`src/tgarle_pkg.sv`:
```
package tgarle_pkg;

   // Result kinds
   localparam logic [1:0] KIND_PIXEL      = 2'd0;
   localparam logic [1:0] KIND_HEADER_OK  = 2'd1;
   localparam logic [1:0] KIND_BAD_HEADER = 2'd2;
   localparam logic [1:0] KIND_BAD_SIZE   = 2'd3;

   // Header byte positions
   localparam logic [4:0] HDR_ID_LEN     = 5'd12;
   localparam logic [4:0] HDR_TYPE_POS   = 5'd2;
   localparam logic [4:0] HDR_WIDTH_LO   = 5'd12;
   localparam logic [4:0] HDR_WIDTH_HI   = 5'd13;
   localparam logic [4:0] HDR_HEIGHT_LO  = 5'd14;
   localparam logic [4:0] HDR_HEIGHT_HI  = 5'd15;
   localparam logic [4:0] HDR_DEPTH_POS  = 5'd16;

   // Image types and pixel depths
   localparam logic [7:0] TYPE_RAW_TRUECOLOR = 8'd2;
   localparam logic [7:0] TYPE_RLE_TRUECOLOR = 8'd10;
   localparam logic [7:0] DEPTH_24           = 8'd24;
   localparam logic [7:0] DEPTH_32           = 8'd32;

   // Packet byte decoding
   localparam logic [7:0] RUN_BIAS   = 8'd127;
   localparam logic [7:0] ALPHA_FULL = 8'd255;
   localparam int         FLIP_BIT   = 5;

   typedef enum logic [1:0] {
      PH_IDLE   = 2'd0,
      PH_HEADER = 2'd1,
      PH_PACKET = 2'd2,
      PH_PIXEL  = 2'd3
   } phase_type;

   typedef struct packed {
      logic [7:0] data_byte;
      logic       start_req;
   } req_type;

   typedef struct packed {
      logic [1:0]  kind;
      logic [7:0]  red;
      logic [7:0]  green;
      logic [7:0]  blue;
      logic [7:0]  alpha;
      logic [7:0]  repeat_res;
      logic [15:0] image_width;
      logic [15:0] image_height;
      logic        top_first;
      logic        last;
   } rsp_type;

endpackage

```
`src/tgarle_decoder.sv`:
```
module tgarle_decoder import tgarle_pkg::*; (
   input  logic    clock,
   input  logic    reset,
   input  logic    step,
   input  req_type req,
   output logic    res_valid,
   output rsp_type res
);

   phase_type   phase_ff, phase_in, ph;
   logic [4:0]  header_count_ff, header_count_in, hc;
   logic        is_compressed_ff, is_compressed_in;
   logic        is_deep_ff, is_deep_in;
   logic [15:0] width_ff, width_in;
   logic [15:0] height_ff, height_in;
   logic [31:0] pixels_left_ff, pixels_left_in;
   logic [7:0]  packet_left_ff, packet_left_in;
   logic        packet_is_run_ff, packet_is_run_in;
   logic [1:0]  channel_ff, channel_in;
   logic [23:0] gather_ff, gather_in;

   logic [7:0]  d;
   logic [1:0]  final_idx;
   logic [23:0] gather_v;
   logic [7:0]  alpha_v;
   logic [7:0]  rep_v;
   logic [31:0] left_v;
   logic [7:0]  pl_v;
   logic        id_ok;
   logic        size_ok;

   assign d         = req.data_byte;
   assign final_idx = is_deep_ff ? 2'd3 : 2'd2;

   // Hold state registers
   always_ff @(posedge clock) begin
      if (reset) begin
         phase_ff         <= PH_IDLE;
         header_count_ff  <= '0;
         is_compressed_ff <= 1'b0;
         is_deep_ff       <= 1'b0;
         width_ff         <= '0;
         height_ff        <= '0;
         pixels_left_ff   <= '0;
         packet_left_ff   <= '0;
         packet_is_run_ff <= 1'b0;
         channel_ff       <= '0;
         gather_ff        <= '0;
      end else begin
         phase_ff         <= phase_in;
         header_count_ff  <= header_count_in;
         is_compressed_ff <= is_compressed_in;
         is_deep_ff       <= is_deep_in;
         width_ff         <= width_in;
         height_ff        <= height_in;
         pixels_left_ff   <= pixels_left_in;
         packet_left_ff   <= packet_left_in;
         packet_is_run_ff <= packet_is_run_in;
         channel_ff       <= channel_in;
         gather_ff        <= gather_in;
      end
   end

   // Decode one request byte: next state and result
   always_comb begin
      phase_in         = phase_ff;
      header_count_in  = header_count_ff;
      is_compressed_in = is_compressed_ff;
      is_deep_in       = is_deep_ff;
      width_in         = width_ff;
      height_in        = height_ff;
      pixels_left_in   = pixels_left_ff;
      packet_left_in   = packet_left_ff;
      packet_is_run_in = packet_is_run_ff;
      channel_in       = channel_ff;
      gather_in        = gather_ff;
      res_valid        = 1'b0;
      res              = '0;

      // a start byte restarts the header walk in any phase
      hc = req.start_req ? 5'd0 : header_count_ff;
      ph = req.start_req ? PH_HEADER : phase_ff;

      id_ok   = 1'b0;
      size_ok = 1'b0;
      gather_v = gather_ff;
      alpha_v  = ALPHA_FULL;
      rep_v    = 8'd1;
      left_v   = pixels_left_ff;
      pl_v     = packet_left_ff;

      if (step) begin
         phase_in        = ph;
         header_count_in = hc;
         case (ph)
            PH_HEADER: begin
               header_count_in = hc + 5'd1;
               if (hc < HDR_ID_LEN) begin
                  // check identification bytes
                  if (hc == HDR_TYPE_POS) begin
                     id_ok = (d == TYPE_RAW_TRUECOLOR) || (d == TYPE_RLE_TRUECOLOR);
                     is_compressed_in = (d == TYPE_RLE_TRUECOLOR);
                  end else begin
                     id_ok = (d == 8'd0);
                  end
                  if (!id_ok) begin
                     phase_in       = PH_IDLE;
                     res_valid      = 1'b1;
                     res.kind       = KIND_BAD_HEADER;
                     res.last       = 1'b1;
                  end
               end else begin
                  case (hc)
                     HDR_WIDTH_LO:  width_in  = {8'd0, d};
                     HDR_WIDTH_HI:  width_in  = {d, width_ff[7:0]};
                     HDR_HEIGHT_LO: height_in = {8'd0, d};
                     HDR_HEIGHT_HI: height_in = {d, height_ff[7:0]};
                     HDR_DEPTH_POS: gather_in = {16'd0, d};
                     default: begin
                        // descriptor byte: validate and open the image
                        size_ok = (width_ff != 16'd0) && (height_ff != 16'd0) &&
                                  ((gather_ff[7:0] == DEPTH_24) ||
                                   (gather_ff[7:0] == DEPTH_32));
                        res_valid        = 1'b1;
                        res.image_width  = width_ff;
                        res.image_height = height_ff;
                        res.top_first    = d[FLIP_BIT];
                        if (!size_ok) begin
                           phase_in = PH_IDLE;
                           res.kind = KIND_BAD_SIZE;
                           res.last = 1'b1;
                        end else begin
                           is_deep_in       = (gather_ff[7:0] == DEPTH_32);
                           pixels_left_in   = {16'd0, width_ff} * {16'd0, height_ff};
                           gather_in        = '0;
                           channel_in       = '0;
                           packet_left_in   = '0;
                           packet_is_run_in = 1'b0;
                           phase_in = is_compressed_ff ? PH_PACKET : PH_PIXEL;
                           res.kind = KIND_HEADER_OK;
                        end
                     end
                  endcase
               end
            end
            PH_PACKET: begin
               // start a raw packet or a run
               if (!d[7]) begin
                  packet_is_run_in = 1'b0;
                  packet_left_in   = {1'b0, d[6:0]} + 8'd1;
               end else begin
                  packet_is_run_in = 1'b1;
                  packet_left_in   = d - RUN_BIAS;
               end
               channel_in = '0;
               phase_in   = PH_PIXEL;
            end
            PH_PIXEL: begin
               // gather colour bytes
               case (channel_ff)
                  2'd0:    gather_v[7:0]   = d;
                  2'd1:    gather_v[15:8]  = d;
                  2'd2:    gather_v[23:16] = d;
                  default: gather_v        = gather_ff;
               endcase
               gather_in = gather_v;
               if (channel_ff < final_idx) begin
                  channel_in = channel_ff + 2'd1;
               end else begin
                  channel_in = '0;
                  alpha_v = is_deep_ff ? d : ALPHA_FULL;
                  // run packets emit one result, clipped to the image end
                  if (is_compressed_ff && packet_is_run_ff) begin
                     if ({24'd0, packet_left_ff} > pixels_left_ff) begin
                        rep_v = pixels_left_ff[7:0];
                     end else begin
                        rep_v = packet_left_ff;
                     end
                     pl_v = '0;
                  end else begin
                     rep_v = 8'd1;
                     if (packet_left_ff != 8'd0) begin
                        pl_v = packet_left_ff - 8'd1;
                     end
                  end
                  left_v         = pixels_left_ff - {24'd0, rep_v};
                  packet_left_in = pl_v;
                  pixels_left_in = left_v;
                  if (left_v == 32'd0) begin
                     phase_in = PH_IDLE;
                  end else if (is_compressed_ff && (pl_v == 8'd0)) begin
                     phase_in = PH_PACKET;
                  end
                  res_valid      = 1'b1;
                  res.kind       = KIND_PIXEL;
                  res.alpha      = alpha_v;
                  res.repeat_res = rep_v;
                  res.last       = (left_v == 32'd0);
                  if (alpha_v != 8'd0) begin
                     res.red   = gather_v[23:16];
                     res.green = gather_v[15:8];
                     res.blue  = gather_v[7:0];
                  end
               end
            end
            default: begin
               // idle: drop the byte
            end
         endcase
      end
   end

   // Assertions
   a_no_fourth_channel_24: assert property (@(posedge clock) disable iff (reset)
      (phase_ff == PH_PIXEL && !is_deep_ff) |-> (channel_ff != 2'd3))
      else $error("fourth channel byte in 24-bit mode");

   a_pixels_owed: assert property (@(posedge clock) disable iff (reset)
      (phase_ff == PH_PIXEL) |-> (pixels_left_ff != 32'd0))
      else $error("gathering pixel with no pixels left");

   a_header_opens_image: assert property (@(posedge clock) disable iff (reset)
      (res_valid && res.kind == KIND_HEADER_OK) |=>
         (phase_ff == PH_PACKET || phase_ff == PH_PIXEL))
      else $error("accepted header did not open pixel data");

endmodule

```
`src/tga_rle_stream_decoder_top.sv`:
```
// TGA truecolor stream decoder: feed the file one byte per request, with
// start_req set on its first byte. Identification (type 2 raw or type 10 RLE),
// size and depth are checked, then pixels come out with blue and red swapped,
// one result per pixel or per RLE run (repeat_res gives the run length). The
// block takes one byte every clock while req_stall is low; each accepted byte
// is decoded combinationally and its result is registered into the output stage
// (the width by height product at the descriptor byte is the longest path). A
// two-deep output stage lets input continue while a result waits; req_stall
// rises only when both output slots hold results.
module tga_rle_stream_decoder_top import tgarle_pkg::*; (
   input  logic    clock,
   input  logic    reset,
   input  logic    req_valid,
   output logic    req_stall,
   input  req_type req_payload,
   output logic    rsp_valid,
   input  logic    rsp_stall,
   output rsp_type rsp_payload
);

   logic    step;
   logic    res_valid;
   rsp_type res;
   logic    take;

   rsp_type out_ff, out_in;
   logic    out_valid_ff, out_valid_in;
   rsp_type skid_ff, skid_in;
   logic    skid_valid_ff, skid_valid_in;

   assign req_stall   = skid_valid_ff;
   assign step        = req_valid && !req_stall;
   assign rsp_valid   = out_valid_ff;
   assign rsp_payload = out_ff;
   assign take        = out_valid_ff && !rsp_stall;

   tgarle_decoder u_decoder (
      .clock     (clock),
      .reset     (reset),
      .step      (step),
      .req       (req_payload),
      .res_valid (res_valid),
      .res       (res)
   );

   // Advance the output register and skid slot
   always_comb begin
      out_in        = out_ff;
      out_valid_in  = out_valid_ff;
      skid_in       = skid_ff;
      skid_valid_in = skid_valid_ff;
      if (skid_valid_ff) begin
         if (take) begin
            out_in        = skid_ff;
            skid_valid_in = 1'b0;
         end
      end else if (res_valid) begin
         if (!out_valid_ff || take) begin
            out_in       = res;
            out_valid_in = 1'b1;
         end else begin
            skid_in       = res;
            skid_valid_in = 1'b1;
         end
      end else if (take) begin
         out_valid_in = 1'b0;
      end
   end

   always_ff @(posedge clock) begin
      if (reset) begin
         out_valid_ff  <= 1'b0;
         skid_valid_ff <= 1'b0;
      end else begin
         out_valid_ff  <= out_valid_in;
         skid_valid_ff <= skid_valid_in;
      end
      out_ff  <= out_in;
      skid_ff <= skid_in;
   end

   // Assertions
   a_skid_behind_out: assert property (@(posedge clock) disable iff (reset)
      skid_valid_ff |-> out_valid_ff)
      else $error("skid slot full while output register empty");

   a_skid_fill_on_stall: assert property (@(posedge clock) disable iff (reset)
      $rose(skid_valid_ff) |-> $past(out_valid_ff && rsp_stall))
      else $error("skid slot filled without a stalled output");

   a_skid_drains_to_out: assert property (@(posedge clock) disable iff (reset)
      (skid_valid_ff && take) |=> out_valid_ff)
      else $error("skid result lost on drain");

endmodule
```
`config.mk`:
```
export PLATFORM = sky130hd
export DESIGN_NAME = tga_rle_stream_decoder_top
export DESIGN_NICKNAME = d
export VERILOG_FILES = /design/src/tgarle_pkg.sv /design/src/tgarle_decoder.sv /design/src/tga_rle_stream_decoder_top.sv
export SDC_FILE = /design/constraint.sdc
export NUM_CORES = 1
export LEC_CHECK = 0
export ABC_CLOCK_PERIOD_IN_PS = 8800
export BUFFER_PORTS_ARGS = -buffer_cell sky130_fd_sc_hd__buf_2
export CAP_MARGIN = 40
export CORE_ASPECT_RATIO = 1.4
export CORE_MARGIN = 2
export CORE_UTILIZATION = 58
export DETAILED_ROUTE_END_ITERATION = 10
export GPL_TIMING_DRIVEN = 0
export HOLD_SLACK_MARGIN = 0.1
export PLACE_DENSITY_LB_ADDON = 0.05
export SLEW_MARGIN = 15
export SYNTH_ARGS = -nofsm -noshare
export SYNTH_HDL_FRONTEND = slang
export SYNTH_HIERARCHICAL = 1
export SYNTH_SLANG_ARGS = --single-unit
```
`constraint.sdc`:
```
create_clock -name clock -period 8.8 [get_ports clock]
set_input_delay 2.64 -clock clock [delete_from_list [all_inputs] [get_ports clock]]
set_output_delay 2.64 -clock clock [all_outputs]
set_load 0.01 [all_outputs]
```
-- Word level (Yosys, flattened, before mapping)
Cells that the tools add are included.
- latch bits: 0
- ROM bits: 0
- register bits after elaboration: 262
- bits of input ports: 13
- logic and storage cells: 209
- output and inout port bits: 78
- memories: 0
- bits in writable memories: 0
- multiplexer cells: 91
- reductions and logical operators: 44
- div/mod/pow operators: 0
- add/sub/neg operators: 6
- equality and inequality tests: 23
- bitwise gates (word level): 6
- multipliers: 1
- magnitude comparators: 3
- shifts and indexed selects: 0
- operator list (kind ; count):
    $mux 76 ; 5
    $mux 8 ; 19
    $mux 32 ; 4
    $pmux 24 s2 ; 2
    $mux 40 ; 2
    $mux 24 ; 3
    $mux 33 ; 2
    $pmux 16 s2 ; 2
    $pmux 32 s2 ; 1
    $mux 34 ; 1
    $gt 8x32->1 ; 1
    $logic_not 32->1 ; 1
    $mul 16x16->32 ; 1
    $mux 2 ; 16
    $reduce_bool 16->1 ; 2
    $sub 32x8->32 ; 1
    $reduce_and 5->1 ; 6
    $mux 1 ; 25
    $pmux 8 s3 ; 1
    $eq 5x4->1 const B ; 4
    $logic_not 8->1 ; 2
    $reduce_bool 8->1 ; 2
    $reduce_bool 2->1 ; 7
    $pmux 2 s3 ; 2
    other kinds (32) ; 62

-- Depth between registers and ports, before layout
- depth after elaboration: 14
- gate-level depth with buffers: 24

-- Cells and area by module
The synthesis kept the hierarchy.
- modules (own cells, without submodules) (module ; times used ; area each (µm²) ; seq. area each (µm²) ; cells an instance):
    tgarle_decoder ; 1 ; 16052.9 ; 2162.1 ; 2006
    tga_rle_stream_decoder_top ; 1 ; 5978.2 ; 4604.4 ; 250

-- Worst setup path before layout
No wires, ideal clock.
- kind: in2reg
- from: input port req_payload[0] in the netlist's numbering
- to: register out_ff, in the netlist rsp_payload[0] (enable)
- slack: -0.011 ns
- arrival: 8.280 ns
- stages: 10
- library setup time: 0.531 ns
- cell sequence: clkbuf_1 > nor2b_1 > inv_1 > ha_1 > or4_1 > a32oi_1 > or3b_2 > a21oi_1 > nand2b_1 > a21boi_1
- cells in the longest elaborated chain, start to end: 12
- elaborated cells on any way between the ends: 23
- RTL lines (what ; RTL line ; text):
    start, declared ; tga_rle_stream_decoder_top.sv:15 ; input req_type req_payload,
    $mux 5 ; tgarle_decoder.sv:81 ; hc = req.start_req ? 5'd0 : header_count_ff;
    $eq 5x2->1 ; tgarle_decoder.sv:100 ; if (hc == HDR_TYPE_POS) begin
    $mux 1 ; tgarle_decoder.sv:100 ;
    $mux 1 ; tgarle_decoder.sv:98 ; if (hc < HDR_ID_LEN) begin
    $mux 1 ; tgarle_decoder.sv:95 ; case (ph)
    $mux 1 ; tgarle_decoder.sv:92 ; if (step) begin
    $mux 1 ; tgarle_decoder.sv:106 ; if (!id_ok) begin
    $mux 1 ; tgarle_decoder.sv:98 ;
    $pmux 1 s2 (*) ; tgarle_decoder.sv:95 ;
    $mux 1 (*) ; tgarle_decoder.sv:92 ;
    named net res_valid ; tga_rle_stream_decoder_top.sv:22 ; logic res_valid;
    $reduce_bool 2->1 (no source line) (*) ; - ;
    $reduce_and 3->1 (no source line) (*) ; - ;
    end signal, assigned ; tga_rle_stream_decoder_top.sv:78 ; out_ff <= out_in;
    end, declared ; tga_rle_stream_decoder_top.sv:26 ; rsp_type out_ff, out_in;
Mark *: on every way through the listed nets, which the timed path passes. The rest lies on a longest branch. The select of a mux whose other input is x is not followed.
A chain may end at the register's enable or synchronous reset.

-- Worst setup path after layout
- from: register u_decoder.width_ff[7]
- to: register u_decoder.pixels_left_ff[30]
- cells in the longest elaborated chain, start to end: 5
- elaborated cells on any way between the ends: 10
- RTL lines (what ; RTL line ; text):
    start, declared ; tgarle_decoder.sv:14 ; logic [15:0] width_ff, width_in;
    start signal, assigned ; tgarle_decoder.sv:54 ; width_ff <= width_in;
    $mul 16x16->32 / $reduce_bool 16->1 (equally long branches) ; tgarle_decoder.sv:134, tgarle_decoder.sv:121 ;
    $mux 32 / $logic_and 1x1->1 (equally long branches) ; tgarle_decoder.sv:128, tgarle_decoder.sv:121 ;
    $mux 32 / $logic_and 1x1->1 (equally long branches) ; tgarle_decoder.sv:113, tgarle_decoder.sv:121 ;
    $mux 32 / $ne 2x1->1 (equally long branches) ; - ;
    $pmux 32 s2 / $reduce_and 6->1 (equally long branches) ; - ;
    end signal, assigned ; tgarle_decoder.sv:56 ; pixels_left_ff <= pixels_left_in;
    end, declared ; tgarle_decoder.sv:16 ; logic [31:0] pixels_left_ff, pixels_left_in;
Several ways; a longest one is shown, not always the timed one. The select of a mux whose other input is x is not followed.

==> results_dict.tcl <==
set metrics [dict create \
    nNetsFinal 2721 \
    vias 17300 \
    grt-ovfl-total 0 \
    switching_share 0.219 \
    worst_slew_pin_slew_ns 0.878 \
    worst_ir_drop_vdd_mv 0.124 \
    clk_latency_ns 0.57 \
    rsz0062_at_grt "false" \
    post-route-util 0.644 \
    layout-drive-gt1-share 0.109 \
    drv_cap 0 \
    hp-class "reg -> reg" \
    grt.total_usage 0.312 \
    cp.arrival_ns 7.97 \
    status "complete, no violations" \
    powerDensity_mw_per_mm2 108 \
    syn_avg_cell_area_sq_um 9.77 \
    synth_top_area_frac 0.207 \
    ctsRootBufferMaster "clkbuf_16" \
    max_freq_mhz 133 \
    hold_violations 0 \
    hpwl_um 47500 \
    leakagePower_nw 10.1 \
    period_minus_slack_ns 7.50 \
    p_int_mw 2.03 \
    ys_types 89 \
    dpl_cell_area_sq_mm 0.0232 \
    start_util 0.587 \
    multi_input_area_sq_mm 0.0135 \
    fill_cells 3200 \
    die_w_um 169 \
    ant_nets 0 \
    seq_area_frac_synth 0.307 \
    ctsLongestPathBuffers 3 \
    routedWlPerCell_um 21.3 \
    required_ns 9.27 \
    syn_to_final_growth_pct 9.63 \
    cts_hold_buf 0 \
    ys.flop_type "edfxtp_1" \
    max-slew-margin-rel 0.415 \
    drt_wl_total_um 61300 \
    tritoncts "yes" \
    cts_resized 0 \
    drcViolationCount 0 \
    cp-end-kind "register" \
    netSwitchingPower_mw 0.571 \
    post_cts_buffers 0 \
    synth_edf_count 152 \
    cts_buffers 27 \
    power_frac_seq 0.499 \
    antennaDiodeCount 0 \
    num_rows 84 \
    synthArstFlopShare 0 \
    fin_skew_ns 0.0434 \
    firstDrtPassIters 5 \
    setup_violations 0 \
    finalInstanceArea_sq_mm 0.0242 \
    crit_path_max_fanout 10 \
    worst-setup-path-type "reg -> reg" \
    grt_max_degree 30 \
    antenna_found_initial 0 \
    syn_area_sq_mm 0.0220 \
    die_h_um 235 \
    critPathLaunchType "register" \
    drt_iter0_markers 1289 \
    seqCellArea_sq_mm 0.00677 \
    clkPwrFrac 0.463 \
    finalMaxSlewViolations 0 \
    yosysTopAreaCell "edfxtp_1" \
    core_area_sq_mm 0.0375 \
    grt_pass1_wl_um 96400 \
    synth-seq-cells 262 \
    synthCells 2256 \
    clkTransAtPathRegs_ns 0.07 \
    portBuffers 89 \
    first_global_vias 17500 \
    cts.sink_count 262 \
    htree_levels 1 \
    timing.final.crit_share 0.852 \
    synth_fp_nets 2597 \
    vias_per_cell 6.00 \
    dieArea_sq_mm 0.0396 \
    pin_count 91 \
    gp_congestion 0.972 \
    yosysWarnings 6 \
    pwr-share-comb 0.038 \
    synthTopCellsByArea "edfxtp_1, fa_1, dfxtp_1, ha_1, mux2_4" \
]
## cells in the final DEF (no fill, tap or decap), types with 26 or more instances in the layout
cell type and n:
a211oi_1 28, a21oi_1 88, a22oi_1 46, and2_1 123, buf_2 89, clkbuf_1 125
clkbuf_16 28, dfxtp_1 110, edfxtp_1 152, fa_1 195, ha_1 133, inv_1 261
mux2_4 76, mux2i_1 47, nand2_1 241, nand3_1 28, nor2_1 182, nor3_1 37
nor4_1 26, o21ai_0 58, xnor2_1 34
## through the flow
stage | cells | setup slack, ns | power [mW] | hold WS, ns | setup TNS [ns]
floorplan | 2256 | 0.305 | 1.38 | 0.460 | 0
global placement | 2818 | -2.04 | 1.42 | 0.477 | -180.86
detailed placement | 2824 | 1.34 | 1.42 | 0.482 | 0
CTS | 2874 | 1.36 | 2.62 | 0.500 | 0
global route | 2874 | 0.898 | 2.68 | 0.530 | 0
finish | 2874 | 1.30 | 2.60 | 0.496 | 0
## registers in the layout (all words and copies together) (netlist names), 2 cells and up
register,count
u_decoder/channel_ff,2
u_decoder/height_ff,16
rsp_payload,76
u_decoder/pixels_left_ff,32
skid_ff,76
u_decoder/gather_ff,24
u_decoder/phase_ff,2
u_decoder/header_count_ff,5
u_decoder/width_ff,16
u_decoder/packet_left_ff,8
## worst paths after layout
| check | to | depth (start not counted) | from | slack [ns] |
|---|---|---|---|---|
| hold reg to reg | u_decoder/gather_ff[10] | 2 | u_decoder/gather_ff[10] | 0.50 |
| hold / removal | u_decoder/gather_ff[10] | 2 | u_decoder/gather_ff[10] | 0.50 |
| setup reg to reg | u_decoder/pixels_left_ff[30] | 22 | u_decoder/width_ff[7] | 1.30 |
| setup / recovery | u_decoder/pixels_left_ff[30] | 22 | u_decoder/width_ff[7] | 1.30 |
## worst max-delay path, cell delays in order (launching register included)
cell and delay, ns:
dfxtp_1 0.32, clkbuf_1 0.60, clkbuf_1 0.60, nand2_1 0.16, fa_1 0.53, fa_1 0.52, inv_1 0.06, fa_1 0.54
inv_1 0.05, fa_1 0.48, fa_1 0.51, inv_1 0.05, fa_1 0.50, ha_1 0.30, clkbuf_1 0.26, a21oi_1 0.11
o21ai_0 0.30, a22oi_1 0.17, a21oi_1 0.26, o21ai_0 0.23, a311oi_1 0.45, nand3_1 0.13, a32o_1 0.29
## cell usage after synthesis, types with 5 or more instances
master,count
o211ai_1,12
o21a_1,11
buf_1,9
nand3_1,28
buf_12,8
or2_1,7
nor4_1,26
dfxtp_1,110
ha_1,133
a21o_1,13
mux2i_1,47
a22oi_1,46
inv_1,261
clkbuf_1,121
nor2b_1,13
or3_1,12
xor2_1,11
o21bai_1,5
fa_1,195
a21oi_1,88
xnor2_1,34
mux2_4,76
and3_1,11
a31oi_1,16
or2_2,5
o22ai_1,12
o21ai_1,6
nor2_1,183
o21ai_0,58
and2_1,123
edfxtp_1,152
nand2_1,241
a211oi_1,28
a311oi_1,6
or4_1,7
nor3_1,37
nand4_1,16
## area by class of cell
class                   count  share of cell area
multi-input cells        1583               0.560
flip-flops and latches    262               0.280
inverters                 261              0.0406
plain buffers             150              0.0323
clock buffers              32              0.0296
well taps                 473              0.0245
repair buffers             95              0.0241
clock inverters            18             0.00881
## power by group through the flow
stage                     clock network, mW  registers (mW)  logic (mW)
after floorplan                           0            1.33      0.0492
after global placement                    0            1.33      0.0900
after detailed placement                  0            1.33      0.0970
after CTS                              1.23            1.30      0.0974
after global routing                   1.27            1.30       0.104
final                                  1.21            1.30      0.0981
## kinds of logic (layout without fill, tap and decap cells)
group,Yosys count,in the layout,synth area share
muxes,123,123,0.0731
adders and majority gates,328,328,0.253
and+or+nand+nor,745,745,0.166
AOI/OAI and AO/OA,342,342,0.103
DFF,262,262,0.307
xor gates and xnor gates,45,45,0.0179
buffers and inverters,411,556,0.0798
## layer usage
layer  vias to the layer above  global-route usage  wire (um)
li1                       7858                   -          -
met1                      8534               0.383      23100
met2                       688               0.555      31500
met3                       170              0.0332       3860
met4                         0               0.130       2870
met5                         -                   0          0
(Power assumes the default switching activity.)
